==> config.mk <==
export PLATFORM = sky130hd
export DESIGN_NAME = r1mu_ram
export DESIGN_NICKNAME = d
export VERILOG_FILES = /design/src/design/r1mu_ram.sv
export SDC_FILE = /design/constraint.sdc
export NUM_CORES = 2
export LEC_CHECK = 0
export ABC_CLOCK_PERIOD_IN_PS = 8300
export BUFFER_PORTS_ARGS = -buffer_cell sky130_fd_sc_hd__buf_2
export CORE_MARGIN = 4
export CORE_UTILIZATION = 40
export CTS_BUF_LIST = sky130_fd_sc_hd__clkbuf_4 sky130_fd_sc_hd__clkbuf_8
export CTS_CLUSTER_DIAMETER = 60
export CTS_CLUSTER_SIZE = 30
export DETAILED_ROUTE_END_ITERATION = 7
export PLACE_DENSITY_LB_ADDON = 0.08
export SETUP_SLACK_MARGIN = 0.02
export SYNTH_ARGS = -nofsm -noshare
export SYNTH_HDL_FRONTEND = slang
export SYNTH_SLANG_ARGS = --single-unit
export TNS_END_PERCENT = 10
==> constraint.sdc <==
create_clock -name clk -period 8.3 [get_ports clk]
set_clock_uncertainty 0.05 [all_clocks]
set_input_delay 0 -clock clk [delete_from_list [all_inputs] [get_ports clk]]
set_output_delay 0 -clock clk [all_outputs]
set_load 0.03 [all_outputs]
==> src/design/r1mu_ram.sv <==
// generic simple dual-port ram with registered read
module r1mu_ram #(
  parameter int WIDTH = 32,
  parameter int DEPTH = 64
) (
  input  logic                                   clk,
  input  logic                                   we,
  input  logic [(DEPTH > 1 ? $clog2(DEPTH) : 1)-1:0] waddr,
  input  logic [WIDTH-1:0]                       wdata,
  input  logic [(DEPTH > 1 ? $clog2(DEPTH) : 1)-1:0] raddr,
  output logic [WIDTH-1:0]                       rdata
);

  logic [WIDTH-1:0] mem [DEPTH];

  always_ff @(posedge clk) begin
    if (we) begin
      mem[waddr] <= wdata;
    end
    rdata <= mem[raddr];
  end

endmodule

**Word-level counts from Yosys, hierarchy flattened**

Memory sizes are Yosys's and may differ from the RTL's. A register that Yosys moved wholly into a read port is not among the register bits.
Index checks and enable logic that the tools add are counted.

- Muxes and demuxes: 2

Operators with widths:

| cell | number |
|---|---|
| $mux 1 | 2 |

- Register bits after elaboration: 0
- Bits in writable memories: 2048
- Bits of input ports: 46
- Logic and storage cells: 3
- Memories kept: 1

Memory list:

| memory | words | bits a word | read ports | clocked after memory_dff | write ports | line | text |
|---|---|---|---|---|---|---|---|
| mem | 64 | 32 | 1 | 1 | 1 | 14 | `logic [WIDTH-1:0] mem [DEPTH];` |

**Longest topological paths before layout**

- Depth after elaboration: 2
- Gate-level depth with buffers: 10
- Gate-level depth less buffers: 5

**Least setup slack after synthesis**

No wires, ideal clock.

- Path kind: input-to-reg
- From: input port waddr[3] (netlist name)
- To: memory mem[48][0], enable pin
- Arrival: 2699 ps
- Required time: 7789 ps
- Setup slack: 5090 ps
- Stages: 4
- Buffers on the path: 1
- Path through: clkbuf_1 > nor2b_1 > nand4b_1 > nor3_1

RTL lines:

| what | line | text |
|---|---|---|
| from (decl) | 8 | `input logic [(DEPTH > 1 ? $clog2(DEPTH) : 1)-1:0] waddr,` |
| to (decl) | 14 |  |

Straight into the memory's write port.

==> run metrics <==
initial antenna violation count=17; Worst VDD drop=about 0.00017 V; Fillers=16400; Tcrit/Tclk final=0.438; vias in the first global route=37700; Clock transition at path regs=between 0.1 and 0.15 ns; Critical Path Start Type=input port; Crit Path Category=in -> reg; Port-buffer cells=77; Worst Hold Class=in -> reg; Most Used Layer, Global Route=met2; Rows=162; status=complete, no violations; routed len/inst=~36 µm; Layout Cells excl Fill=around 6300; CTS Hold Buffers Added=48; WL final=between 200000 and 250000 µm; synth unique cells=34; initial core utilization=0.403; Clk Latency, worst-skew pair=0.96 ns; Fmax=275 MHz; CP Data Required Time=~9.0 ns; Initial DRC Count=4108; critical path data arrival time=4.36 ns; setup_tns=0 ns; unrepaired setup endpoints after global routing=false; core area=~200000 µm²; # IOs=78; drt drc=0; Syn. warnings=0; Power Density=roughly 220 nW/µm²; Die Ht=451 µm; die area=203000 µm²; final setup fails=0; Root Driver=clkbuf_8; post_cts resized=0; depth of the CTS H-tree=4; M3 GR Usage=0.0338; CTS max path bufs=3; Global Route Usage Sum=0.220; Worst setup EP type=flip-flop; drt via density=5.82; Yosys reg bits=2080; antenna-violating nets left=0; global route overflow=0; met1 usage=0.311; CTS tree=yes; worst-margin pin slew=1.40 ns; Detailed Routing Iterations Pass 1=5; mapped cell area=78500 µm²; GP Congestion=0.763; nets=3586; Slew HR=0.0700; final critical-path required period=3.63 ns; Die Wd=between 400 and 500 µm; CP max FO=approximately 100; pins over their slew limit=0; # Post-CTS Setup Buffers=0; Net Count, Synth=3370; CTS Buf Count=154; Final Hold Viols=0; area added between synthesis and finish=10.8%; share of post-route cells with drive strength above 1=0.298; Detail Placement HPWL=roughly 120000 µm; syn avg cell area=23.6 µm²; synthesized netlist cell count=3324; first-pass GRT wire length=309000 µm; MaxCap Viol Count=0; met2 Use GR=0.360; Clock Sinks=roughly 2100; largest net degree at the start of global routing=around 110; commonest non-fill, non-tap cells in the layout=edfxtp_1, mux4_2, clkbuf_8, buf_4, mux2i_1; Placed Cells=5960; Leakage=~26 nW; most common cell after layout, fill and taps aside=edfxtp_1; share of the yosys chip area belonging to registers=0.791; routed vias=36700
-- final timing paths --
kind	startpoint	endpoint	slack, ns	cells past startpoint
worst max register to register	mem[47][23]	rdata[23]	5.88	4
worst max-delay path	raddr[1]	rdata[20]	4.67	9
worst min register to register	mem[12][17]	rdata[17]	0.69	4
worst min-delay path	waddr[3]	mem[21][12]	0.15	4
-- through the flow --
step | util | worst slack, ns | total power, mW | hold slack [ns] | instance area, µm²
global placement | 0.425 | 4.19 | 13.0 | 0.399 | 82800
floorplan | - | 5.09 | 12.5 | 0.0489 | 78500
CTS | 0.446 | 4.67 | 19.2 | 0.0136 | 87000
finish | 0.446 | 4.67 | 19.0 | 0.147 | 87000
global route | 0.446 | 4.61 | 19.7 | 0.103 | 87000
detailed placement | 0.425 | 4.21 | 13.1 | 0.393 | 82800
-- power by group --
part | internal [mW] | leakage [nW] | switching (mW)
registers | 11.6 | 18.7 | 0.0590
clock network | 2.37 | 1.81 | 3.80
logic | 0.394 | 5.81 | 0.738
total | 14.4 | 26.3 | 4.59
-- sequential cells by signal, indices dropped and copies added, names as in the netlist --
name / cells
mem: 2048
rdata: 32
-- cell type report --
cell class              instances  area, µm²  share of cell area
well taps                    2624       3280              0.0377
diodes                          6       15.0            0.000173
repair buffers                242       1860              0.0213
multi-input cells            1062      16000               0.184
clock buffers                 167       2270              0.0261
flip-flops and latches       2080      62100               0.714
clock inverters               121       1440              0.0165
-- kinds of logic (layout without fill, tap and decap cells) --
family	after synthesis	after routing	synth area share
other	0	6	0
buffers and inverters	182	530	0.0113
and+or+nand+nor	223	223	0.0127
DFF	2080	2080	0.791
AOI/OAI and AO/OA	202	202	0.0167
muxes	637	637	0.168
-- critical path, cell delays in order --
cell and delay (ns):
dlygate4sd3_1 0.57, buf_8 0.29, buf_12 0.57, buf_4 0.71, nor2b_1 0.71, a22oi_1 0.13
and3_1 0.23, o32ai_1 0.80, nor3_1 0.10
-- cell usage after synthesis, drive strengths merged --
| cell | count | share of area |
|---|---|---|
| o221ai | 27 | 0.0030 |
| or3b | 5 | 0.00056 |
| nand2b | 8 | 0.00064 |
| nand4b | 1 | 0.00011 |
| mux2i | 93 | 0.012 |
| nor2 | 137 | 0.0065 |
| and2 | 2 | 0.00016 |
| or2 | 3 | 0.00024 |
| a22oi | 12 | 0.0011 |
| clkbuf | 74 | 0.0035 |
| a21oi | 62 | 0.0040 |
| nand4 | 2 | 0.00016 |
| a41o | 4 | 0.00051 |
| a31oi | 1 | 0.000080 |
| nand2 | 26 | 0.0012 |
| a311oi | 8 | 0.00089 |
| o32ai | 4 | 0.00045 |
| buf | 108 | 0.0077 |
| nand3b | 5 | 0.00048 |
| mux4 | 544 | 0.16 |
| edfxtp | 2048 | 0.78 |
| nor2b | 15 | 0.0012 |
| nand3 | 5 | 0.00032 |
| and3 | 4 | 0.00032 |
| nor3 | 7 | 0.00045 |
| o22ai | 84 | 0.0067 |
| dfxtp | 32 | 0.0082 |
| or3 | 3 | 0.00024 |
-- routing by layer --
metal,part of all wire,vias up,routed length [µm]
met5,0,-,0
met4,0.025,0,5560
met3,0.057,267,12900
met2,0.49,1253,110000
met1,0.43,20500,96000
li1,-,14600,-
No activity file was read; power rests on OpenSTA's default activity.
