**src/design/r1mu_pkg.sv**
```systemverilog
// shared types, codes and saturation helper for the rank-one matrix update block
package r1mu_pkg;

  localparam int DATA_W    = 32;
  localparam int IDX_W     = 6;
  localparam int CFG_W     = 7;
  localparam int CFG_IDX_W = 3;
  localparam int REQ_W     = 3;

  typedef enum logic [REQ_W-1:0] {
    REQ_WR_X   = 3'd0,
    REQ_WR_Y   = 3'd1,
    REQ_WR_A   = 3'd2,
    REQ_UPDATE = 3'd3,
    REQ_RD_A   = 3'd4
  } req_t;

  typedef enum logic [CFG_IDX_W-1:0] {
    CFG_ALPHA     = 3'd0,
    CFG_ROW_FIRST = 3'd1,
    CFG_ROW_END   = 3'd2,
    CFG_COL_FIRST = 3'd3,
    CFG_COL_END   = 3'd4
  } cfg_idx_t;

  typedef enum logic [2:0] {
    ST_IDLE,
    ST_Y_RD,
    ST_COEF_MUL,
    ST_COEF_SAT,
    ST_ROW_RUN,
    ST_DRAIN
  } state_t;

  // sequencer to arithmetic pipeline
  typedef struct packed {
    logic y_vld;
    logic coef_sat;
    logic issue;
    logic acc_clear;
  } dp_ctl_t;

  // arithmetic pipeline back to sequencer and top level
  typedef struct packed {
    logic pipe_busy;
    logic clip;
  } dp_sts_t;

  typedef struct packed {
    logic              clip;
    logic [DATA_W-1:0] val;
  } sat_res_t;

  // clip a 49-bit signed value into signed 32 bits
  function automatic sat_res_t sat32(input logic signed [48:0] v);
    sat_res_t res;
    res.clip = !((&v[48:31]) || !(|v[48:31]));
    if (!res.clip) begin
      res.val = v[31:0];
    end else if (v[48]) begin
      res.val = {1'b1, {(DATA_W-1){1'b0}}};
    end else begin
      res.val = {1'b0, {(DATA_W-1){1'b1}}};
    end
    return res;
  endfunction

endpackage

```
**src/design/r1mu_ctrl.sv**
```systemverilog
// update sequencer: window walk, column coefficient steps and row issue
module r1mu_ctrl #(
  parameter int ROWS = 64,
  parameter int COLS = 64
) (
  input  logic                        clk,
  input  logic                        rst_n,
  input  logic                        upd_go,
  input  logic [r1mu_pkg::CFG_W-1:0]  row_first,
  input  logic [r1mu_pkg::CFG_W-1:0]  row_end,
  input  logic [r1mu_pkg::CFG_W-1:0]  col_first,
  input  logic [r1mu_pkg::CFG_W-1:0]  col_end,
  input  r1mu_pkg::dp_sts_t           sts,
  output logic                        busy,
  output logic                        done,
  output r1mu_pkg::dp_ctl_t           ctl,
  output logic [(ROWS > 1 ? $clog2(ROWS) : 1)-1:0]               x_raddr,
  output logic [(COLS > 1 ? $clog2(COLS) : 1)-1:0]               y_raddr,
  output logic [(ROWS*COLS > 1 ? $clog2(ROWS*COLS) : 1)-1:0]     a_raddr
);

  localparam int RAW  = (ROWS > 1) ? $clog2(ROWS) : 1;
  localparam int CAW  = (COLS > 1) ? $clog2(COLS) : 1;
  localparam int MAW  = (ROWS*COLS > 1) ? $clog2(ROWS*COLS) : 1;
  localparam int RCW  = $clog2(ROWS + 1);
  localparam int CCW  = $clog2(COLS + 1);
  localparam int RLW  = (RCW > r1mu_pkg::CFG_W) ? RCW : r1mu_pkg::CFG_W;
  localparam int CLW  = (CCW > r1mu_pkg::CFG_W) ? CCW : r1mu_pkg::CFG_W;
  localparam logic [RLW-1:0] ROWS_L = RLW'(ROWS);
  localparam logic [CLW-1:0] COLS_L = CLW'(COLS);

  r1mu_pkg::state_t state_r, state_nxt;
  logic [RLW-1:0] row_r, row_nxt;
  logic [CLW-1:0] col_r, col_nxt;
  logic [RLW-1:0] rf_e, re_e, re_w;
  logic [CLW-1:0] cf_e, ce_e, ce_w;
  logic           empty, last_row, last_col;
  logic [RLW:0]   row_inc;
  logic [CLW:0]   col_inc;

  always_comb begin
    rf_e     = RLW'(row_first);
    re_e     = RLW'(row_end);
    cf_e     = CLW'(col_first);
    ce_e     = CLW'(col_end);
    re_w     = (re_e < ROWS_L) ? re_e : ROWS_L;
    ce_w     = (ce_e < COLS_L) ? ce_e : COLS_L;
    empty    = (rf_e >= re_w) || (cf_e >= ce_w);
    row_inc  = {1'b0, row_r} + (RLW+1)'(1);
    col_inc  = {1'b0, col_r} + (CLW+1)'(1);
    last_row = row_inc >= {1'b0, re_w};
    last_col = col_inc >= {1'b0, ce_w};
  end

  // next state
  always_comb begin
    state_nxt = state_r;
    case (state_r)
      r1mu_pkg::ST_IDLE: begin
        if (upd_go && !empty) state_nxt = r1mu_pkg::ST_Y_RD;
      end
      r1mu_pkg::ST_Y_RD:     state_nxt = r1mu_pkg::ST_COEF_MUL;
      r1mu_pkg::ST_COEF_MUL: state_nxt = r1mu_pkg::ST_COEF_SAT;
      r1mu_pkg::ST_COEF_SAT: state_nxt = r1mu_pkg::ST_ROW_RUN;
      r1mu_pkg::ST_ROW_RUN: begin
        if (last_row) state_nxt = r1mu_pkg::ST_DRAIN;
      end
      r1mu_pkg::ST_DRAIN: begin
        if (!sts.pipe_busy) begin
          state_nxt = last_col ? r1mu_pkg::ST_IDLE : r1mu_pkg::ST_Y_RD;
        end
      end
      default: state_nxt = r1mu_pkg::ST_IDLE;
    endcase
  end

  // outputs
  always_comb begin
    busy          = 1'b1;
    done          = 1'b0;
    ctl           = '0;
    ctl.acc_clear = 1'b0;
    case (state_r)
      r1mu_pkg::ST_IDLE: begin
        busy          = 1'b0;
        ctl.acc_clear = upd_go;
        done          = upd_go && empty;
      end
      r1mu_pkg::ST_Y_RD:     ;
      r1mu_pkg::ST_COEF_MUL: ctl.y_vld = 1'b1;
      r1mu_pkg::ST_COEF_SAT: ctl.coef_sat = 1'b1;
      r1mu_pkg::ST_ROW_RUN:  ctl.issue = 1'b1;
      r1mu_pkg::ST_DRAIN:    done = !sts.pipe_busy && last_col;
      default:               busy = 1'b0;
    endcase
  end

  always_comb begin
    row_nxt = row_r;
    col_nxt = col_r;
    if (state_r == r1mu_pkg::ST_IDLE && upd_go) begin
      row_nxt = rf_e;
      col_nxt = cf_e;
    end else if (state_r == r1mu_pkg::ST_ROW_RUN && !last_row) begin
      row_nxt = row_inc[RLW-1:0];
    end else if (state_r == r1mu_pkg::ST_DRAIN && !sts.pipe_busy && !last_col) begin
      row_nxt = rf_e;
      col_nxt = col_inc[CLW-1:0];
    end
  end

  always_ff @(posedge clk) begin
    if (!rst_n) begin
      state_r <= r1mu_pkg::ST_IDLE;
      row_r   <= '0;
      col_r   <= '0;
    end else begin
      state_r <= state_nxt;
      row_r   <= row_nxt;
      col_r   <= col_nxt;
    end
  end

  // column-major matrix layout
  assign x_raddr = row_r[RAW-1:0];
  assign y_raddr = col_r[CAW-1:0];
  assign a_raddr = MAW'(col_r) * MAW'(ROWS) + MAW'(row_r);

  ap_issue_in_window: assert property (@(posedge clk) disable iff (!rst_n)
    state_r == r1mu_pkg::ST_ROW_RUN |-> row_r < re_w && col_r < ce_w)
    else $error("row issued outside the window");
  ap_drain_follows_issue: assert property (@(posedge clk) disable iff (!rst_n)
    state_r == r1mu_pkg::ST_ROW_RUN && last_row |=> state_r == r1mu_pkg::ST_DRAIN)
    else $error("last row not followed by drain");
  ap_done_idle: assert property (@(posedge clk) disable iff (!rst_n)
    done |=> state_r == r1mu_pkg::ST_IDLE)
    else $error("done without returning to idle");

endmodule

```
**config.mk**
```make
export PLATFORM = sky130hd
export DESIGN_NAME = r1mu_ctrl
export DESIGN_NICKNAME = d
export VERILOG_FILES = /design/src/design/r1mu_pkg.sv /design/src/design/r1mu_ctrl.sv
export SDC_FILE = /design/constraint.sdc
export NUM_CORES = 1
export LEC_CHECK = 0
export BUFFER_PORTS_ARGS = -buffer_cell sky130_fd_sc_hd__buf_2
export CAP_MARGIN = 20
export CORE_MARGIN = 2
export CORE_UTILIZATION = 50
export DETAILED_ROUTE_END_ITERATION = 6
export GPL_TIMING_DRIVEN = 0
export PLACE_DENSITY = 0.79
export SYNTH_ARGS = -nofsm -noshare
export SYNTH_HDL_FRONTEND = slang
export SYNTH_SLANG_ARGS = --single-unit
```
**constraint.sdc**
```tcl
create_clock -name clk -period 3.8 [get_ports clk]
set_input_delay 0.19 -clock clk [delete_from_list [all_inputs] [get_ports clk]]
set_output_delay 0.19 -clock clk [all_outputs]
set_load 0.1 [all_outputs]
```
## Word level (Yosys, flattened, before mapping)

Index checks and enable logic that the tools add are counted.

| cells by class | value |
|---|---|
| add/subtract/negate cells | 3 |
| order comparisons | 6 |
| eq/ne operators | 9 |
| multiplexer cells | 19 |
| reduce and logical (&&, ||, !) cells | 18 |

Operator list:

| kind | count |
|---|---|
| $mux W7 | 8 |
| $pmux W3 S6 | 1 |
| $add A7 B1 Y8 const B | 2 |
| $ge A8 B7 Y1 | 2 |
| $ge A7 B7 Y1 | 2 |
| $lt A7 B7 Y1 const B | 2 |
| $add A12 B7 Y12 | 1 |
| $mux W3 | 3 |
| $ne A2 B2 Y1 const B | 4 |
| $logic_and A1 B1 Y1 | 7 |
| $eq A3 B2 Y1 const B | 2 |
| $eq A3 B3 Y1 const B | 2 |
| $mux W1 | 6 |
| $reduce_or A5 Y1 | 1 |
| $logic_not A1 Y1 | 4 |
| $eq A3 B1 Y1 const B | 1 |
| $logic_not A3 Y1 | 1 |
| $reduce_and A3 Y1 | 1 |
| $reduce_bool A3 Y1 | 1 |
| $pmux W1 S2 | 1 |
| $reduce_and A2 Y1 | 1 |
| $reduce_bool A2 Y1 | 1 |
| $logic_or A1 B1 Y1 | 1 |

| storage, ports and cells | value |
|---|---|
| register bits | 17 |
| logic and storage cells | 58 |

## Logic depth before layout (Yosys ltp)

| depth | value |
|---|---|
| depth in word-level cells | 8 |
| depth in mapped cells | 12 |

## Worst setup path after synthesis

OpenSTA, ideal clock, no wires.

| path | value |
|---|---|
| path type | register -> output |
| start | register state_r[0] |
| end | output port done |
| data arrival time | 3.270 ns |
| slack | 0.340 ns |
| cell stages (with the launch flop) | 6 |
| path buffers | 2 |
| cells stage by stage | dfxtp_1 > buf_2 > nor3_1 > nand2_1 > clkbuf_1 > o21ai_0 |

| on the way | value |
|---|---|
| cells in the longest elaborated chain, start to end | 2 |
| elaborated cells on any way between the ends | 3 |
| classes of those cells | eq/ne (1); mux (1); reduce/logical (1) |

RTL lines:

| item | RTL line | source |
|---|---|---|
| start, declared | r1mu_ctrl.sv:32 | `r1mu_pkg::state_t state_r, state_nxt;` |
| start signal, assigned | r1mu_ctrl.sv:114 | `state_r <= r1mu_pkg::ST_IDLE;` |
| start signal, assigned | r1mu_ctrl.sv:118 | `state_r <= state_nxt;` |
| $eq A3 B3 Y1 or $logic_not A3 Y1 (tied branches) | r1mu_ctrl.sv:83 | `case (state_r)` |
| $pmux W1 S2 (*) | r1mu_ctrl.sv:83 |  |
| end, declared | r1mu_ctrl.sv:15 | `output logic done,` |

Mark *: on every way between the ends. The rest lies on a longest branch, timed or not.

## Worst setup path after layout

| path | value |
|---|---|
| start | register row_r[2] |
| end | register row_r[2] |

| on the way | value |
|---|---|
| cells in the longest elaborated chain, start to end | 6 |
| elaborated cells on any way between the ends | 7 |
| classes of those cells | add/sub (1); order compare (1); mux (2); reduce/logical (3) |

RTL lines:

| item | RTL line | source |
|---|---|---|
| start, declared | r1mu_ctrl.sv:33 | `logic [RLW-1:0] row_r, row_nxt;` |
| start signal, assigned | r1mu_ctrl.sv:119 | `row_r <= row_nxt;` |
| $add A7 B1 Y8 (*) | r1mu_ctrl.sv:49 | `row_inc = {1'b0, row_r} + (RLW+1)'(1);` |
| $ge A8 B7 Y1 | r1mu_ctrl.sv:51 | `last_row = row_inc >= {1'b0, re_w};` |
| $logic_not A1 Y1 | r1mu_ctrl.sv:104 | `end else if (state_r == r1mu_pkg::ST_ROW_RUN && !last_row) begin` |
| $logic_and A1 B1 Y1 | r1mu_ctrl.sv:104 |  |
| $mux W7 | r1mu_ctrl.sv:104 |  |
| $mux W7 | r1mu_ctrl.sv:101 | `if (state_r == r1mu_pkg::ST_IDLE && upd_go) begin` |

Marked as above.
A chain may end at the register's enable or synchronous reset.

==> impl_metrics.toml <==
[worst_setup_path]
worst_r2r_endpoint = "row_r[2]"
ff2ff_setup_slack_ns = 0.67
arrival_ns = 3.28
worstRegToRegCells = 10
endpoint_kind = "register"
required_ns = 3.95
cp_max_fo = 10
critPathKind = "register to register"
worstSetupStartpointType = "register"
r2r_start = "row_r[2]"

[global_routing]
antenna_found_initial = 0
grt_pass1_wl_mm = 7.59
gr-max-usage-layer = "met2"
grt_usage_pct = 22.3
grt_pass1_vias = 1728
grtUsageMet2_pct = 36.1
grtUsageMet1_pct = 31.1
overflow = 0
grtUsageMet3_pct = 2.36
grt_max_degree = 11

[timing]
period_share_pct = 82.3
setup_viol = 0
rsz0062_at_grt = "false"
layout_min_cycle_time_ns = 3.13
max_freq_ghz = 0.320
hold_viol_final = 0
worstMarginPinSlew_ns = 0.468
slew_headroom_pct = 68.0
fin_skew_ns = 0.00863
layout_setup_ws_ns = 0.671
tns_ns = 0
maxSlewViolCount = 0

[die]
rows = 22
die_h_um = 66.9
boundaryPins = 63
fp.dieW_um = 66.9
core_area_mm2 = 0.00374
die_area_mm2 = 0.00448
initial_core_util_pct = 52.8

[hold_path]
min_from = "rst_n"
hp-class = "input port to register"
hold_depth = 3
holdPathEnd = "state_r[1]"

[routing]
drt-total-wl_mm = 4.63
antenna_left = 0
vias = 1948
wl_per_cell_um = 12.9
drc = 0
first_pass_iters = 4
via_per_inst = 5.43
drtIter0Drc = 68

[clocking]
cts_tree = "done"
clockBufferDepth = 2
postCtsSetupBuffers = 0
cts_resized = 0
cts_hold_buf = 0
root_buffer = "clkbuf_8"
path_clk_slew_ns = 0.08
cts_buffers = 3
clock_latency_ns = 0.26
clkSinkCount = 17
h-tree-depth = 1

[logic_synthesis]
synth_nets = 311
synth_area_leaders = "ha_1 20%, dfxtp_1 17%, buf_4 6.8%"
synth_seq_cells = 17
synthArstFlopShare_pct = 0
synth_ff_type = "dfxtp_1"
synth_area_mm2 = 0.00198
yosys.area.top_type_share_pct = 20.2
synth_edf_count = 0
synth.distinct_cells = 47
yosysTopAreaCell = "ha_1"
syn_inst = 246
synth.yosys.seq_area_share_pct = 17.2
synth.avg_cell_area_um2 = 8.04
synth_warnings = 0

[flow_run]
max-cap-violations = 0

[pwr]
max-vdd-ir-drop_mv = 0.459
total_power_mw = 2.00
p_leak_nw = 1.25
pwr_density_cell_mw_per_mm2 = 839

[place]
dp.cells = 355
place_ws_ns = 0.731
gp_congestion = 0.891
port_buffers = 61
dp_hpwl_mm = 3.85

[cells_and_area]
final_cells = 359
fillers = 348
multiInputGateArea_mm2 = 0.00142
nets = 377
final_common_cell = "buf_2"
final_cell_mix = "64 x buf_2, 32 x ha_1, 30 x nand2_1"
final_core_util_pct = 63.8
drive_above_1_share_pct = 30.9
num_antenna_cells = 0
area_growth_pct = 20.8
ff_latch_area_um2 = 340

[status]
outcome = "complete, no violations"
==> worst max-delay path, stage by stage (launching register included) <==
cell,delay [ns]
dfxtp_1,0.51
nand3_1,0.23
nor2_1,0.19
xor2_1,0.22
ha_1,0.28
a21o_1,0.18
a2111oi_0,0.49
o21ai_0,0.14
o21bai_2,0.31
and3_1,0.22
o31a_1,0.27
==> routing by layer <==
layer	vias to the layer above	share of wire [%]
li1	992	-
met1	888	47
met2	64	45
met3	4	7.2
met4	0	1.0
met5	-	0
==> report_power, final <==
group          leakage, nW  internal [mW]  total [mW]  switching [mW]
registers            0.140          0.235       0.326          0.0906
logic                 1.08          0.392        1.54            1.15
clock network       0.0255         0.0729       0.142          0.0687
total                 1.25          0.700        2.00            1.30
==> stage by stage <==
stage,instance area [um2],hold WS (ns)
2_1_floorplan,1980,0.329
3_3_place_gp,2340,0.459
3_5_place_dp,2340,0.465
4_1_cts,2390,0.194
5_1_grt,2390,0.217
6_report,2390,0.197
==> area by class of cell <==
type                            instances  share of cell area (%)
Buffer                                 26                    7.70
Clock buffer                            3                    1.73
Clock inverter                          1                   0.209
Inverter                               10                    1.57
Multi-Input combinational cell        193                    59.3
Sequential cell                        17                    14.2
Tap cell                               48                    2.51
Timing Repair Buffer                   61                    12.8
==> cells in the mapped netlist (2+ instances only) <==
cell	number
a21o_1	4
a21oi_1	11
a311oi_1	5
a31oi_1	3
and2_1	3
and3_1	3
buf_2	3
buf_4	18
buf_6	2
clkbuf_1	3
dfxtp_1	17
ha_1	32
inv_1	10
mux2i_1	6
nand2_1	30
nand2b_1	5
nand3_1	9
nand4_1	6
nor2_1	13
nor2b_1	4
nor3_1	5
nor3b_1	2
o2111ai_1	2
o21a_1	2
o21ai_0	9
o31a_1	2
xnor2_1	13
xor2_1	5
==> cell families (layout without fill, tap and decap cells) <==
kind of cell    after synthesis  after routing  share of synthesized area, %
xor+xnor                     18             18                          7.97
compound gates               48             48                          17.5
mux                           6              6                          3.04
simple gates                 89             89                          22.8
buf+inv                      36            101                          11.2
fa+ha+maj                    32             32                          20.2
flops                        17             17                          17.2
==> state kept, by name, indices dropped and copies added (netlist names) <==
signal and flops:
col_r 7, row_r 7, state_r 3
==> how the worst max path moves through the flow <==
stage | to | slack (ns) | from
CTS | row_r[2] | 0.70 | row_r[2]
detailed placement | row_r[2] | 0.73 | row_r[2]
floorplan | done | 0.34 | state_r[0]
global route | row_r[2] | 0.45 | row_r[2]
finish | row_r[2] | 0.67 | row_r[2]
global placement | row_r[2] | 0.78 | row_r[2]
No activity file was read; power rests on OpenSTA's default activity.
